**src/hdl/oses_pkg.sv**
```systemverilog
// Shared constants and types for the occupied-slot exchange sorter.
`timescale 1ns / 1ps

package oses_pkg;

  // Table capacity and stored key width.
  localparam int SLOTS     = 16;
  localparam int KEY_BITS  = 16;

  // Widths of the fields on the ports.
  localparam int KEY_IN_W  = 16;
  localparam int TAG_W     = 16;

  // Stored key width: the low KEY_BITS bits of the 16-bit input key.
  localparam int KEY_W     = (KEY_BITS < KEY_IN_W) ? KEY_BITS : KEY_IN_W;

  // Slot index and slot count widths.
  localparam int SLOT_AW   = (SLOTS > 1) ? $clog2(SLOTS) : 1;
  localparam int CNT_W     = SLOT_AW + 1;

  // One table slot as it sits in the slot memory.
  typedef struct packed {
    logic             occ;
    logic [KEY_W-1:0] key;
    logic [TAG_W-1:0] tag;
  } slot_t;

  localparam int SLOT_W = $bits(slot_t);

  // Result offered by the sequencer to the output stage.
  typedef struct packed {
    logic             valid;
    logic             occ;
    logic [KEY_W-1:0] key;
    logic [TAG_W-1:0] tag;
    logic             last;
    logic             ovf;
  } emit_t;

endpackage

```
**src/hdl/oses_ram.sv**
```systemverilog
// Generic single-write, single-read RAM with registered read data.
`timescale 1ns / 1ps

module oses_ram #(
  parameter int WIDTH = 8,
  parameter int DEPTH = 16
) (
  input  logic                                   clk,
  input  logic                                   we,
  input  logic [((DEPTH > 1) ? $clog2(DEPTH) : 1)-1:0] waddr,
  input  logic [WIDTH-1:0]                       wdata,
  input  logic [((DEPTH > 1) ? $clog2(DEPTH) : 1)-1:0] raddr,
  output logic [WIDTH-1:0]                       rdata
);

  logic [WIDTH-1:0] mem [DEPTH];
  logic [WIDTH-1:0] rdata_r;

  // Write port and registered read port.
  always_ff @(posedge clk) begin
    if (we) begin
      mem[waddr] <= wdata;
    end
    rdata_r <= mem[raddr];
  end

  assign rdata = rdata_r;

endmodule

```
**src/hdl/oses_seq.sv**
```systemverilog
// Load, exchange-sort and emit sequencer around the shared key comparator.
`timescale 1ns / 1ps

module oses_seq
  import oses_pkg::*;
(
  input  logic                clk,
  input  logic                rst_n,
  input  logic                in_valid,
  output logic                in_ready,
  input  logic                in_slot_occupied,
  input  logic [KEY_IN_W-1:0] in_sort_key,
  input  logic [TAG_W-1:0]    in_record_tag,
  input  logic                in_last_slot,
  output emit_t               emit,
  input  logic                out_free
);

  localparam logic [2:0] ST_LOAD      = 3'd0;
  localparam logic [2:0] ST_FETCH_I   = 3'd1;
  localparam logic [2:0] ST_LOAD_I    = 3'd2;
  localparam logic [2:0] ST_SCAN      = 3'd3;
  localparam logic [2:0] ST_WB        = 3'd4;
  localparam logic [2:0] ST_EMIT_RD   = 3'd5;
  localparam logic [2:0] ST_EMIT_WAIT = 3'd6;

  localparam logic [CNT_W-1:0] FULL = CNT_W'(SLOTS);

  logic [2:0]         state_r, state_nxt;
  logic [CNT_W-1:0]   count_r, count_nxt;
  logic               ovf_r, ovf_nxt;
  logic [SLOT_AW-1:0] i_r, i_nxt;
  logic [SLOT_AW-1:0] j_r, j_nxt;
  logic [SLOT_AW-1:0] k_r, k_nxt;
  slot_t              held_r, held_nxt;

  logic               we;
  logic [SLOT_AW-1:0] waddr;
  slot_t              wdata;
  logic [SLOT_AW-1:0] raddr;
  logic [SLOT_W-1:0]  rdata;
  slot_t              rd_slot;

  logic [CNT_W-1:0]   i_inc, j_inc, k_inc;
  logic               swap;
  logic               accept;

  oses_ram #(
    .WIDTH (SLOT_W),
    .DEPTH (SLOTS)
  ) u_ram (
    .clk   (clk),
    .we    (we),
    .waddr (waddr),
    .wdata (wdata),
    .raddr (raddr),
    .rdata (rdata)
  );

  assign rd_slot = slot_t'(rdata);
  assign i_inc   = {1'b0, i_r} + CNT_W'(1);
  assign j_inc   = {1'b0, j_r} + CNT_W'(1);
  assign k_inc   = {1'b0, k_r} + CNT_W'(1);
  assign in_ready = (state_r == ST_LOAD);
  assign accept   = in_valid && in_ready;

  // Shared comparator: the held slot moves past an occupied slot with a smaller key.
  assign swap = rd_slot.occ && (held_r.key > rd_slot.key);

  // Result offered while the read data of slot k is on the memory output.
  always_comb begin
    emit.valid = (state_r == ST_EMIT_WAIT);
    emit.occ   = rd_slot.occ;
    emit.key   = rd_slot.key;
    emit.tag   = rd_slot.tag;
    emit.last  = (k_inc == count_r);
    emit.ovf   = ovf_r;
  end

  // Sequencer next-state and memory control.
  always_comb begin
    state_nxt = state_r;
    count_nxt = count_r;
    ovf_nxt   = ovf_r;
    i_nxt     = i_r;
    j_nxt     = j_r;
    k_nxt     = k_r;
    held_nxt  = held_r;
    we        = 1'b0;
    waddr     = count_r[SLOT_AW-1:0];
    wdata     = held_r;
    raddr     = i_r;

    unique case (state_r)
      ST_LOAD: begin
        wdata.occ = in_slot_occupied;
        wdata.key = in_sort_key[KEY_W-1:0];
        wdata.tag = in_record_tag;
        if (accept) begin
          if (count_r < FULL) begin
            we        = 1'b1;
            count_nxt = count_r + CNT_W'(1);
          end else begin
            ovf_nxt = 1'b1;
          end
          if (in_last_slot) begin
            i_nxt     = '0;
            state_nxt = ST_FETCH_I;
          end
        end
      end
      ST_FETCH_I: begin
        raddr = i_r;
        if (i_inc >= count_r) begin
          k_nxt     = '0;
          state_nxt = ST_EMIT_RD;
        end else begin
          state_nxt = ST_LOAD_I;
        end
      end
      ST_LOAD_I: begin
        // Slot i is on the memory output; start reading slot i + 1.
        raddr    = i_inc[SLOT_AW-1:0];
        held_nxt = rd_slot;
        if (rd_slot.occ) begin
          j_nxt     = i_inc[SLOT_AW-1:0];
          state_nxt = ST_SCAN;
        end else begin
          i_nxt     = i_inc[SLOT_AW-1:0];
          state_nxt = ST_FETCH_I;
        end
      end
      ST_SCAN: begin
        raddr = j_inc[SLOT_AW-1:0];
        waddr = j_r;
        if (swap) begin
          we       = 1'b1;
          held_nxt = rd_slot;
        end
        if (j_inc < count_r) begin
          j_nxt = j_inc[SLOT_AW-1:0];
        end else begin
          state_nxt = ST_WB;
        end
      end
      ST_WB: begin
        // The held slot is the smallest key seen; it settles at position i.
        we        = 1'b1;
        waddr     = i_r;
        i_nxt     = i_inc[SLOT_AW-1:0];
        state_nxt = ST_FETCH_I;
      end
      ST_EMIT_RD: begin
        raddr     = k_r;
        state_nxt = ST_EMIT_WAIT;
      end
      ST_EMIT_WAIT: begin
        // Hold the read address so the data stays while the output is busy.
        raddr = k_r;
        if (out_free) begin
          if (emit.last) begin
            count_nxt = '0;
            ovf_nxt   = 1'b0;
            state_nxt = ST_LOAD;
          end else begin
            k_nxt     = k_inc[SLOT_AW-1:0];
            state_nxt = ST_EMIT_RD;
          end
        end
      end
      default: begin
        state_nxt = ST_LOAD;
      end
    endcase
  end

  // Control registers.
  always_ff @(posedge clk) begin
    if (!rst_n) begin
      state_r <= ST_LOAD;
      count_r <= '0;
      ovf_r   <= 1'b0;
    end else begin
      state_r <= state_nxt;
      count_r <= count_nxt;
      ovf_r   <= ovf_nxt;
    end
  end

  // Index and held-slot registers.
  always_ff @(posedge clk) begin
    i_r    <= i_nxt;
    j_r    <= j_nxt;
    k_r    <= k_nxt;
    held_r <= held_nxt;
  end

endmodule

```
**src/hdl/occupied_slot_exchange_sorter.sv**
```systemverilog
// Top level of the occupied-slot exchange sorter: sequencer and output register.
`timescale 1ns / 1ps

// Usage:
// Slots arrive on the in_ channel (valid/ready), one slot per transfer, in
// position order. A transfer with in_last_slot high closes the table. Slots
// beyond the table capacity are dropped and reported on out_overflow.
// The occupied slots are then sorted by ascending key with an exchange sort
// that runs on one slot memory and one shared key comparator; free slots
// keep their positions. Every loaded slot then leaves on the out_ channel in
// position order, with out_last on the final one.
// Flow: loading accepts one slot per cycle. Sorting walks the positions in
// order on the single read port of the slot memory, comparing each occupied
// position with every later occupied slot; free positions are skipped. Each
// slot is then read and held until the output register takes it. in_ready is
// low from the last slot until the last result has entered the output register.
// A stalled receiver holds the output register and pauses emission; nothing is
// lost. Synchronous reset clears the table count, the overflow flag and the
// output valid; slot contents are not cleared.
module occupied_slot_exchange_sorter
  import oses_pkg::*;
(
  input  logic                clk,
  input  logic                rst_n,
  input  logic                in_valid,
  output logic                in_ready,
  input  logic                in_slot_occupied,
  input  logic [KEY_IN_W-1:0] in_sort_key,
  input  logic [TAG_W-1:0]    in_record_tag,
  input  logic                in_last_slot,
  output logic                out_valid,
  input  logic                out_ready,
  output logic                out_occupied,
  output logic [KEY_IN_W-1:0] out_key,
  output logic [TAG_W-1:0]    out_tag,
  output logic                out_last,
  output logic                out_overflow
);

  emit_t               emit;
  logic                out_free;
  logic                out_valid_r;
  logic                occ_r;
  logic [KEY_IN_W-1:0] key_r;
  logic [TAG_W-1:0]    tag_r;
  logic                last_r;
  logic                ovf_r;

  oses_seq u_seq (
    .clk              (clk),
    .rst_n            (rst_n),
    .in_valid         (in_valid),
    .in_ready         (in_ready),
    .in_slot_occupied (in_slot_occupied),
    .in_sort_key      (in_sort_key),
    .in_record_tag    (in_record_tag),
    .in_last_slot     (in_last_slot),
    .emit             (emit),
    .out_free         (out_free)
  );

  // The output register can take a result when empty or being drained.
  assign out_free = !out_valid_r || out_ready;

  always_ff @(posedge clk) begin
    if (!rst_n) begin
      out_valid_r <= 1'b0;
    end else if (emit.valid && out_free) begin
      out_valid_r <= 1'b1;
    end else if (out_ready) begin
      out_valid_r <= 1'b0;
    end
  end

  // Result payload.
  always_ff @(posedge clk) begin
    if (emit.valid && out_free) begin
      occ_r  <= emit.occ;
      key_r  <= KEY_IN_W'(emit.key);
      tag_r  <= emit.tag;
      last_r <= emit.last;
      ovf_r  <= emit.ovf;
    end
  end

  assign out_valid    = out_valid_r;
  assign out_occupied = occ_r;
  assign out_key      = key_r;
  assign out_tag      = tag_r;
  assign out_last     = last_r;
  assign out_overflow = ovf_r;

  // Loading and emitting never overlap.
  a_load_no_emit: assert property (@(posedge clk) disable iff (!rst_n)
    in_ready |-> !emit.valid)
    else $error("result offered while loading");

  // A closing slot stops loading until the table is emitted.
  a_last_blocks: assert property (@(posedge clk) disable iff (!rst_n)
    in_valid && in_ready && in_last_slot |=> !in_ready)
    else $error("input accepted right after the last slot");

  // A result blocked by a full output register holds its data.
  a_emit_holds: assert property (@(posedge clk) disable iff (!rst_n)
    emit.valid && !out_free |=> emit.valid && $stable(emit.key) && $stable(emit.tag))
    else $error("pending result changed while stalled");

endmodule

```
**config.mk**
```make
export PLATFORM = sky130hd
export DESIGN_NAME = occupied_slot_exchange_sorter
export DESIGN_NICKNAME = d
export VERILOG_FILES = /design/src/hdl/oses_pkg.sv /design/src/hdl/oses_ram.sv /design/src/hdl/oses_seq.sv /design/src/hdl/occupied_slot_exchange_sorter.sv
export SDC_FILE = /design/constraint.sdc
export NUM_CORES = 1
export LEC_CHECK = 0
export BUFFER_PORTS_ARGS = -buffer_cell sky130_fd_sc_hd__clkbuf_2
export CORE_MARGIN = 5
export CORE_UTILIZATION = 45
export CTS_BUF_LIST = sky130_fd_sc_hd__clkbuf_8
export DETAILED_ROUTE_END_ITERATION = 6
export GPL_ROUTABILITY_DRIVEN = 0
export PLACE_DENSITY_LB_ADDON = 0.2
export SETUP_SLACK_MARGIN = 0.05
export SYNTH_ARGS = -nofsm -noshare
export SYNTH_HDL_FRONTEND = slang
export SYNTH_HIERARCHICAL = 1
export SYNTH_SLANG_ARGS = --single-unit
```
**constraint.sdc**
```tcl
create_clock -name clk -period 8.4 [get_ports clk]
set_input_delay 0.42 -clock clk [delete_from_list [all_inputs] [get_ports clk]]
set_output_delay 0.42 -clock clk [all_outputs]
set_load 0.01 [all_outputs]
```
==> results of run 1 <==
-- Yosys cell counts, types with 3 or more instances --
master / instances
o211ai_1: 4
nand2b_1: 4
mux2i_1: 5
nor2b_1: 8
mux4_2: 113
edfxtp_1: 608
clkbuf_1: 32
a211oi_1: 6
o21a_1: 3
dfxtp_1: 43
buf_1: 4
inv_1: 30
mux4_1: 19
a21oi_1: 21
buf_6: 3
a21o_1: 4
o22ai_1: 3
nor3_2: 3
a22oi_1: 68
mux2_2: 33
and3_1: 4
xor2_1: 5
a31oi_1: 5
nand4_1: 5
buf_2: 20
xnor2_1: 5
nand2_1: 65
ha_1: 29
nor2_1: 35
buf_12: 6
o21ai_0: 20
nand3b_1: 4
nor3_1: 9
nand3_1: 14
-- through the flow --
stage / setup slack [ns] / hold slack (ns)
after floorplan: 3.61 / 0.404
after global placement: 4.45 / 0.416
after detailed placement: 4.37 / 0.416
after CTS: 4.39 / 0.0487
after global routing: 4.06 / 0.105
final: 4.46 / 0.109
-- sequential cells by signal, summed over array words and instances, names as in the netlist, 3 cells and up --
signal             count
u_seq/state_r          3
u_seq/i_r              4
u_seq/count_r          5
u_seq/k_r              4
u_seq/u_ram/mem      528
out_tag               16
u_seq/u_ram/rdata     33
u_seq/held_r          33
u_seq/j_r              4
out_key               16
-- per-layer routing --
layer  vias to the layer above  routed length (um)  track usage (%)
li1                       5540                   -                -
met1                      6706               25400             27.3
met2                       410               27000             29.3
met3                        89                3260             3.38
met4                         0                1120             4.77
met5                         -                   0                0
-- report_power, final --
group,internal (mW),total [mW],switching [mW]
Combinational,0.429,1.10,0.673
Clock,1.24,2.44,1.19
Sequential,3.88,3.99,0.105
Total,5.56,7.53,1.97
-- critical path, delay by kind of cell (launching register included) --
family,cells,cell delay (ns)
AO/OA/AOI/OAI,3,0.52
buffers and inverters,4,2.13
flip-flops,1,0.30
multiplexers,1,0.61
AND/OR/NAND/NOR,2,0.20
-- worst paths after layout --
check                                     start                       endpoint  slack (ns)  cells after the start
setup / recovery  u_seq/state_r[0]$_SDFFE_PN0P_  u_seq/u_ram/rdata[11]$_DFF_P_        4.46                     10
hold / removal                        out_ready         out_valid$_SDFFE_PN0P_        0.11                      3
setup reg to reg  u_seq/state_r[0]$_SDFFE_PN0P_  u_seq/u_ram/rdata[11]$_DFF_P_        4.46                     10
hold reg to reg    u_seq/u_ram/rdata[0]$_DFF_P_      u_seq/held_r[0]$_DFFE_PP_        0.43                      0
-- cell families (layout without fill, tap and decap cells) --
| kind of cell | count (synthesis) | after routing | share of synthesized area (%) |
|---|---|---|---|
| muxes | 170 | 170 | 13.6 |
| and+or+nand+nor | 162 | 162 | 3.05 |
| xor gates and xnor gates | 10 | 10 | 0.344 |
| buffers and inverters | 99 | 323 | 2.15 |
| AOI/OAI and AO/OA | 155 | 155 | 4.34 |
| adders and majority gates | 29 | 29 | 1.43 |
| DFF | 651 | 651 | 75.1 |
-- area by class of cell --
type	instances	area [um2]	area share, %
Multi-Input combinational cell	526	5960	20.8
Clock buffer	114	1570	5.48
Tap cell	756	946	3.30
Sequential cell	651	19100	66.8
Clock inverter	75	320	1.12
Timing Repair Buffer	104	608	2.12
Inverter	30	113	0.393
==> results.toml, run 1 <==
[power_and_ir_drop]
ir_drop_v = 0.000139
power_density_nw_per_um2 = 263
leakage_nw = 9.55
finalPower_mw = 7.53

[die]
ios = 75
rows = 87
coreArea_um2 = 56200
die_x_um = 248
die-area_um2 = 61400
die_y_um = 248
initial_core_util_pct = 45.3

[cts]
hold_buffers = 0
clk_pin_slew_ns = 0.06
clock-root-buffer = "clkbuf_8"
cts_buffer_depth = 3
cts.repair.resized = 0
htreeDepth = 3
clock_latency_ns = 0.69
post_cts_buffers = 0
cts.sinks = 651
cts_tree = "yes"
numCtsBuffers = 105

[placement]
io_buffers = 74
dpl_cell_area_um2 = 26700
hpwl_mm = 28.6
dpl.cell_count = 2067

[cells_and_area]
diodes = 0
final_common_cell = "edfxtp_1"
nFillCells = 4584
drive_above_1_share_pct = 27.5
nets = 1485
final_core_util_pct = 51.0
final_cell_mix = "edfxtp_1 (608), clkbuf_8 (114), mux4_2 (113)"
area_delta_synth_final_pct = 12.5
fin_area_um2 = 28600
stdcell_count = 2256

[logic_synthesis]
synth-main-ff-cell = "edfxtp_1"
synthCells = 1276
synth_area_leader_cell = "edfxtp_1"
seq_area_frac_synth_pct = 75.1
synthesis.area_um2 = 25500
synth-edff-count = 608
yosysUniqueCellTypes = 61
ys_async_sr_fraction_pct = 0
synth_area_leaders = "edfxtp_1 (72%), mux4_2 (10%), dfxtp_1 (3.4%), a22oi_1 (2.0%), mux4_1 (2.0%)"
yosysWarnings = 6
syn_avg_cell_area_um2 = 20.0
ys_seq_elements = 651
synth.net_count = 1343
synth_top_area_share_pct = 71.7

[sta]
clock.fmax_mhz = 254
setup_tns_ns = 0
maxSlewViolCount = 0
finalCritPeriodShare_pct = 46.9
setup_viol = 0
finalHoldViolations = 0
clock_skew_ns = 0.0402
slew_headroom_pct = 15.0
post-route-min-period_ns = 3.94
grt_setup_unrepaired = "no"
tightest_slew_ns = 1.27

[detailed_routing]
vias_per_cell = 5.65
wl_mm = 56.8
dr.pass1.iters = 5
wl_per_cell_um = 25.2
drt-initial-drc-count = 1308
num_vias = 12700
drtAntennaViolNets = 0
drcViolationCount = 0

[setup_path]
critPathRequiredTime_ns = 8.97
cp.arrival_ns = 4.50
cp_max_fo = 56
critical_path_class = "flip-flop to flip-flop"
end_kind = "flip-flop"
path_cells = "buf_4 > inv_1 > nand3_1 > o21ai_0 > a21oi_4 > buf_4 > buf_4 > mux4_2 > a22oi_1 > nand2_1"
critPathLaunchType = "flip-flop"
slowest_delay_ns = 0.96
cp_slowest_cell = "buf_4"
crit_top_cell = "buf_4"

[flow_run]
maxCapViolations = 0

[grt]
antenna_found_initial = 0
first_global_vias = 13000
overflow = 0
grt_start_max_net_pins = 133
grtUsageTotal_pct = 18.6
grt_pass1_wl_mm = 84.2

[worst_hold_path]
hp-class = "input pin to flip-flop"

[outcome]
outcome = "completed"
Power figures use the tool's default switching activity.
==> run 2, diff against run 1 <==
ABC_AREA = 1   (was unset)
clock period = 3.59 ns   (was 8.4 ns; I/O delays follow)
==> run 2 against run 1 <==
Die area increased by 9.1%; highest routed layer unchanged; global-route usage up 1.7 points; routed wire length rose by 22%; flip-flop and latch count unchanged.
==> results.toml, run 2 <==
[outcome]
outcome = "completed"

[grt]
grtUsageTotal_pct = 20.4
grt_pass1_wl_mm = 105
antenna_found_initial = 3
first_global_vias = 17800
grt_start_max_net_pins = 123
overflow = 0

[sta]
setup_tns_ns = 0
post-route-min-period_ns = 3.25
tightest_slew_ns = 0.906
finalCritPeriodShare_pct = 90.6
clock.fmax_mhz = 307
clock_skew_ns = 0.0425
maxSlewViolCount = 0
setup_viol = 0
slew_headroom_pct = 39.4
grt_setup_unrepaired = "no"
finalHoldViolations = 0

[setup_path]
critPathLaunchType = "flip-flop"
crit_family = "simple AND/OR/NAND/NOR gates"
cp.arrival_ns = 3.63
cp_slowest_cell = "nor2_4"
path_cells = "ha_1 > nand2_1 > o21ai_0 > a21oi_1 > o21ai_0 > nand3_1 > nand3_1 > nand3b_1 > nor2_4 > buf_12"
cp_max_fo = 24
critPathRequiredTime_ns = 3.97
slowest_delay_ns = 0.47
end_kind = "flip-flop"
critical_path_class = "flip-flop to flip-flop"
cp_num_buf_inv = 1

[cells_and_area]
final_common_cell = "nand2_1"
fin_area_um2 = 31800
stdcell_count = 3722
nets = 2858
largest_reg_flops = 528
final_cell_mix = "nand2_1 (859), edfxtp_1 (608), inv_1 (489)"
area_delta_synth_final_pct = 14.0
drive_above_1_share_pct = 11.0
largest-register = "u_seq/u_ram/mem"
final_core_util_pct = 51.6
nFillCells = 5487

[logic_synthesis]
synth_top_area_share_pct = 65.5
synth-main-ff-cell = "edfxtp_1"
synthesis.area_um2 = 27900
ys_async_sr_fraction_pct = 0
synth.net_count = 2743
synth_area_leader_cell = "edfxtp_1"
synth.most_common_cell = "nand2_1"
synth_area_leaders = "edfxtp_1 (65%), nand2_1 (12%), nand3_1 (7.5%), inv_1 (6.2%), dfxtp_1 (3.1%)"
synthCells = 2676
yosysWarnings = 6
syn_avg_cell_area_um2 = 10.4
yosysUniqueCellTypes = 36
synth_top_cells_by_count = "nand2_1 (860), edfxtp_1 (608), inv_1 (459), nand3_1 (420), buf_2 (79)"
ys_seq_elements = 651
seq_area_frac_synth_pct = 68.6
synth-edff-count = 608

[detailed_routing]
wl_per_cell_um = 18.6
drcViolationCount = 0
wl_mm = 69.1
drtAntennaViolNets = 0
dr.pass1.iters = 5
vias_per_cell = 4.96
num_vias = 18500
drt-initial-drc-count = 1508

[cts]
clk_pin_slew_ns = 0.06
clock-root-buffer = "clkbuf_8"
clock_latency_ns = 0.71
cts.repair.resized = 0
cts_tree = "yes"
cts.sinks = 651
cts_buffer_depth = 3
post_cts_buffers = 0
htreeDepth = 3
numCtsBuffers = 106

[placement]
dpl_cell_area_um2 = 29600
hpwl_mm = 39.9
dpl.cell_count = 3515
io_buffers = 74

[power_and_ir_drop]
switchingPower_mw = 13.4
leakage_nw = 13.7
p_int_mw = 18.0
combinationalPowerShare_pct = 43.7
power_density_nw_per_um2 = 990
ir_drop_v = 0.00101
p_seq_share_pct = 35.8
finalPower_mw = 31.5
p_clk_share_pct = 20.5
switching_share_pct = 42.7

[worst_hold_path]
hp-class = "input pin to flip-flop"

[die]
coreArea_um2 = 61600
die_x_um = 259
die_y_um = 259
initial_core_util_pct = 45.3
rows = 91
die-area_um2 = 67100
ios = 75

[flow_run]
maxCapViolations = 0
run 2: power groups by stage:
| stage | sequential [mW] | clock (mW) | combinational [mW] |
|---|---|---|---|
| final | 11.3 | 6.46 | 13.7 |
| after global routing | 11.4 | 7.02 | 15.2 |
| after CTS | 11.3 | 6.64 | 13.9 |
| after detailed placement | 11.4 | 0 | 13.8 |
| after global placement | 11.4 | 0 | 13.7 |
| after floorplan | 11.2 | 0 | 9.02 |
run 2: per-layer routing:
| layer | vias up | track usage, % | part of all wire [%] |
|---|---|---|---|
| met2 | 523 | 33.1 | 47 |
| met1 | 8883 | 28.5 | 45 |
| met4 | 0 | 5.68 | 2.1 |
| met5 | - | 0 | 0 |
| li1 | 8965 | - | - |
| met3 | 102 | 3.64 | 5.9 |
run 2: path summary, 6_finish.rpt:
| kind | end | slack (ns) | cells past startpoint | from |
|---|---|---|---|---|
| worst max-delay path | u_seq/u_ram/mem[9][10]$_DFFE_PP_ | 0.34 | 10 | u_seq/held_r[19]$_DFFE_PP_ |
| worst min-delay path | u_seq/state_r[1]$_SDFFE_PN0P_ | 0.11 | 6 | in_last_slot |
| worst max register to register | u_seq/u_ram/mem[9][10]$_DFFE_PP_ | 0.34 | 10 | u_seq/held_r[19]$_DFFE_PP_ |
| worst min register to register | out_tag[10]$_DFFE_PP_ | 0.43 | 0 | u_seq/u_ram/rdata[10]$_DFF_P_ |
run 2: final cells by class:
type,instances,area (um2),share of cell area (%)
Antenna cell,2,5.00,0.0157
Clock buffer,122,1680,5.28
Clock inverter,78,502,1.58
Inverter,467,1760,5.54
Multi-Input combinational cell,1437,6600,20.7
Sequential cell,651,19100,60.1
Tap cell,837,1050,3.29
Timing Repair Buffer,128,1090,3.42
run 2: logic make-up after synthesis:
family	share of synthesized area, %
AOI/OAI and AO/OA	0.965
xor gates and xnor gates	0.188
adders and majority gates	1.30
buffers and inverters	8.46
DFF	68.6
and+or+nand+nor	20.5
run 2: worst min-delay path: stages:
cell and delay (ns):
clkbuf_2 0.08, a21oi_1 0.09, nor2_1 0.11, nand2_1 0.08, a21oi_1 0.15, nor2_1 0.05
run 2: what timing repair did:
| action | CTS | global route |
|---|---|---|
| endpoints found under the hold margin | 20 | 0 |
| hold buffers | 5 | 0 |
| endpoints found under the setup margin | 0 | 0 |
run 2: stage by stage:
| step | setup WS [ns] | hold WS, ns |
|---|---|---|
| 3_5_place_dp | 0.318 | 0.415 |
| 6_report | 0.338 | 0.112 |
| 3_3_place_gp | 0.392 | 0.416 |
| 4_1_cts | 0.253 | 0.0684 |
| 2_1_floorplan | 0.274 | 0.301 |
| 5_1_grt | 0.0823 | 0.136 |
